[config.mk]
export PLATFORM = sky130hd
export DESIGN_NAME = ssi_fifo
export DESIGN_NICKNAME = d
export VERILOG_FILES = /design/src/rtl/ssi_fifo.sv
export SDC_FILE = /design/constraint.sdc
export NUM_CORES = 1
export LEC_CHECK = 0
export BUFFER_PORTS_ARGS = -buffer_cell sky130_fd_sc_hd__buf_4
export CAP_MARGIN = 40
export CORE_ASPECT_RATIO = 1.2
export CORE_UTILIZATION = 46
export DETAILED_ROUTE_END_ITERATION = 16
export PLACE_DENSITY = 0.73
export SETUP_SLACK_MARGIN = 0.02
export SKIP_LAST_GASP = 1
export SLEW_MARGIN = 30
export SYNTH_ARGS = -nofsm -noshare
export SYNTH_HDL_FRONTEND = slang
export SYNTH_SLANG_ARGS = --single-unit
[constraint.sdc]
create_clock -name clk_i -period 1.9 [get_ports clk_i]
set_input_delay 0.285 -clock clk_i [delete_from_list [all_inputs] [get_ports clk_i]]
set_output_delay 0.285 -clock clk_i [all_outputs]
set_load 0.03 [all_outputs]
[src/rtl/ssi_fifo.sv]
`default_nettype none
module ssi_fifo #(
  parameter int W     = 8,
  parameter int DEPTH = 8
) (
  input  wire logic         clk_i,
  input  wire logic         rst_ni,
  input  wire logic         push_i,
  input  wire logic [W-1:0] push_data_i,
  input  wire logic         pop_i,
  output logic              valid_o,
  output logic [W-1:0]      data_o
);

  localparam int AW = $clog2(DEPTH);

  logic [W-1:0]  mem_q [DEPTH];
  logic [AW-1:0] wptr_q, rptr_q;
  logic [AW:0]   cnt_q;

  always_ff @(posedge clk_i or negedge rst_ni) begin
    if (!rst_ni) begin
      wptr_q <= '0;
      rptr_q <= '0;
      cnt_q  <= '0;
    end else begin
      if (push_i) begin
        wptr_q <= wptr_q + 1'b1;
      end
      if (pop_i) begin
        rptr_q <= rptr_q + 1'b1;
      end
      cnt_q <= cnt_q + (AW+1)'(push_i) - (AW+1)'(pop_i);
    end
  end

  always_ff @(posedge clk_i) begin
    if (push_i) begin
      mem_q[wptr_q] <= push_data_i;
    end
  end

  assign valid_o = (cnt_q != '0);
  assign data_o  = mem_q[rptr_q];

endmodule
`default_nettype wire

==> Word level (Yosys, flattened, before mapping) <==
Memories as Yosys holds them, arrays and structs flattened.
Index checks and enable logic that the tools add are counted.
{ "totals": {"register_bits": 10, "ram_bits": 64, "inputBits": 12, "wordCells": 11, "memories": 1} }
{ "op_classes": {"n_addsub": 4, "muxes": 2, "reduce_logical": 1} }
{ "mem_list": {"columns": ["name", "depth", "word_bits", "read_ports", "rd_ports_with_merged_regs", "wr", "line", "source"], "rows": [
  ["mem_q", 8, 8, 1, 0, 1, "17", "logic [W-1:0] mem_q [DEPTH];"]
]} }
{ "ops": {"columns": ["operator", "n"], "rows": [
  ["adder 3 x 1 -> 3 bit (second input constant)", 2],
  ["adder 4 x 1 -> 4 bit", 1],
  ["nonzero test 4 bit", 1],
  ["subtractor 4 x 1 -> 4 bit", 1],
  ["2-to-1 mux 1 bit", 2]
]} }

==> Longest topological paths before layout <==
{ "logic_depth": {"ltp_word": 2, "depth_mapped": 7, "mapped_depth_nobuf": 7} }

==> Worst setup path before layout <==
Ideal clock, no wire load.
{ "synth_path": {"kind": "register to output", "start": "register rptr_q[0]", "end": "output port data_o[0]", "arrival_ns": 1.491, "required_ns": 1.615, "setup_slack_ns": 0.124, "stages_incl_launch_ff": 5, "cell_sequence": "dfrtp_1 > buf_6 > buf_12 > mux4_1 > mux2_2"} }
{ "synth_via": {"elab_chain_cells": 1} }
{ "synth_lines": {"columns": ["item", "line", "source"], "rows": [
  ["from (decl)", "18", "logic [AW-1:0] wptr_q, rptr_q;"],
  ["from (signal assigned)", "31", "rptr_q <= rptr_q + 1'b1;"],
  ["memory (8 x 8 bit)", null, null],
  ["to (decl)", "12", "output logic [W-1:0] data_o"]
]} }
No other way between the ends.

==> Final worst setup path <==
Ends and elaborated chain as after synthesis.

==> metrics.txt <==
status=finished, violations left; violated checks=setup timing; max_slew headroom=0.5944; CP endpoint kind=primary output; syn_nets=165; post-placement setup slack=-4.025 ps; clk slew on worst S/H paths=70 ps; total wire length=5557 um; Cells after DPL=260; max-slew violations=0; Final WS setup=-275.0 ps; I/O pins=21; placed cell area=0.003361 mm2; pin count of the biggest net entering global routing=18; ANT nets after route=0; worst vdd ir=0.8493 mV; CTS max path bufs=2; first-pass iteration count of the detailed router=5; post-synthesis cell type count=20; die span in y=a little over 90 um; vias in the first global route=approximately 1,600; worst hold path class=in -> reg; CTS Buf Count=9; DR DRC count=0; final setup fails=8; clk sinks=74; placer congestion estimate=0.7998; wire per inst=19.78 um; Initial Util=0.4719; setup TNS=-2084 ps; P per Cell Area=1650 mW/mm2; non-filler instance count after layout=281; largest area contributor in the netlist=edfxtp_1; synthesis-to-layout area growth=19.66%; worst path arrival time=roughly 1900 ps; GR Overflow Total=0; worst slew pin tran=608.5 ps; HPWL Detailed=3452 um; crit path kind=reg -> out; RSZ-0062 raised after global routing=yes; Root Driver=clkbuf_8; CTS tree=yes; WHS=143.2 ps; port bufs=20; antenna violations before repair=0; final instance area=0.003617 mm2; core area=0.006406 mm2; ranking of synthesized cells by area=edfxtp_1 64%, mux4_1 14%, dfrtp_1 8.3%; num rows=32; first-pass GRT wire length=~9000 um; DR iter-0 viols=80; fin nets=211; skew final=roughly 15 ps; final worst-path cycle share=1.145; WP data required=1620 ps; Leakage=1.345 nW; commonest non-fill, non-tap cells in the layout=64 x edfxtp_1, 28 x buf_4, 16 x mux4_2, 11 x buf_6, 10 x clkbuf_8; sequential-to-total area share from yosys stat=0.7185; routed via count=1,466; mapped cell area=0.003023 mm2; startpoint types=flip-flop; commonest non-fill, non-tap cell in the layout=edfxtp_1; final hold violations=0; Tmin final=between 2000 and 2500 ps; drt via density=5.217; Antenna diodes=0; Layout fillers=490; Mean Syn Cell Area=20.85 um2; Yosys top cell area share=0.6358; crit path max fanout=8; Synth Register Bits=74; Ys Warns=0; Die W=around 76 um; maxcap violations=0; Mapped Cells=approximately 150; H-Tree Level Count=3; die footprint=0.006901 mm2; share of layout cells above drive strength 1=0.4133; overall global routing resource usage=0.1779; Clock Latency Late Sink=about 350 ps; f_max=459.8 MHz
-- kinds of logic (layout without fill, tap and decap cells) --
family,Yosys count,in the layout,share of synthesized area
xor+xnor,6,6,0.01739
simple gates,16,16,0.02359
fa+ha+maj,8,8,0.03559
compound gates,2,2,0.004138
buf+inv,13,64,0.02442
flops,74,74,0.7185
mux,26,26,0.1763
-- path summary, 6_finish.rpt --
path                             endpoint      start  cells past startpoint  slack (ps)
max in group asynchronous       rptr_q[0]     rst_ni                      2        1460
worst max register to register   cnt_q[1]   cnt_q[0]                      7         340
worst max-delay path            data_o[0]  rptr_q[0]                      4        -270
min in group asynchronous        cnt_q[0]     rst_ni                      2         290
worst min register to register  wptr_q[2]  wptr_q[2]                      1         580
worst min-delay path            rptr_q[0]      pop_i                      2         140
-- critical path, stage by stage (launching register included) --
cell and delay [ps]:
dfrtp_2 420, buf_6 190, mux4_2 510, mux2_4 280, buf_6 140
-- where the power goes --
part	internal, mW	switching [mW]	total (mW)
Combinational	1.23	1.11	2.34
Clock	0.773	0.551	1.32
Sequential	2.10	0.206	2.30
Total	4.10	1.86	5.97
-- Yosys cell counts, drive strengths merged --
master and count:
xnor2 3, mux4 16, edfxtp 64, inv 8, nor3 2, fa 1
nand2 4, dfrtp 10, a21o 1, a21oi 1, ha 7, clkbuf 2
mux2 10, buf 3, nand3 1, nand2b 3, nor2 6, xor2 3
-- state kept, by name (all words and copies together) (netlist names) --
register,count
wptr_q,3
rptr_q,3
cnt_q,4
mem_q,64
-- through the flow --
stage / total power, mW / util
after detailed placement: 4.309 / 0.5246
after global placement: 4.199 / 0.5246
after floorplan: 3.681 / -
final: 5.969 / 0.5646
after global routing: 6.227 / 0.5646
after CTS: 6.193 / 0.5758
-- area by class of cell --
cell class	instances	area, um2	area share
clock buffers	11	141.4	0.03909
clock inverters	5	78.83	0.02179
inverters	8	30.03	0.008302
multi-input cells	58	743.2	0.2055
flip-flops and latches	74	2173	0.6008
well taps	85	106.4	0.02940
repair buffers	40	344.1	0.09512
-- timing repair --
item | CTS | global route
gates cloned | 2 | 0
gates resized for setup | 36 | 1
setup buffers | 5 | 0
hold endpoints to repair | 10 | 0
endpoints found under the setup margin | 8 | 8
hold buffers | 1 | 0
-- per-layer routing --
| layer | track usage | vias up | wire length, um |
|---|---|---|---|
| li1 | - | 657 | - |
| met1 | 0.2241 | 744 | 2362 |
| met2 | 0.2818 | 49 | 2805 |
| met3 | 0.03434 | 16 | 236 |
| met4 | 0.1170 | 0 | 153 |
| met5 | 0 | - | 0 |
No activity file was read; power rests on OpenSTA's default activity.
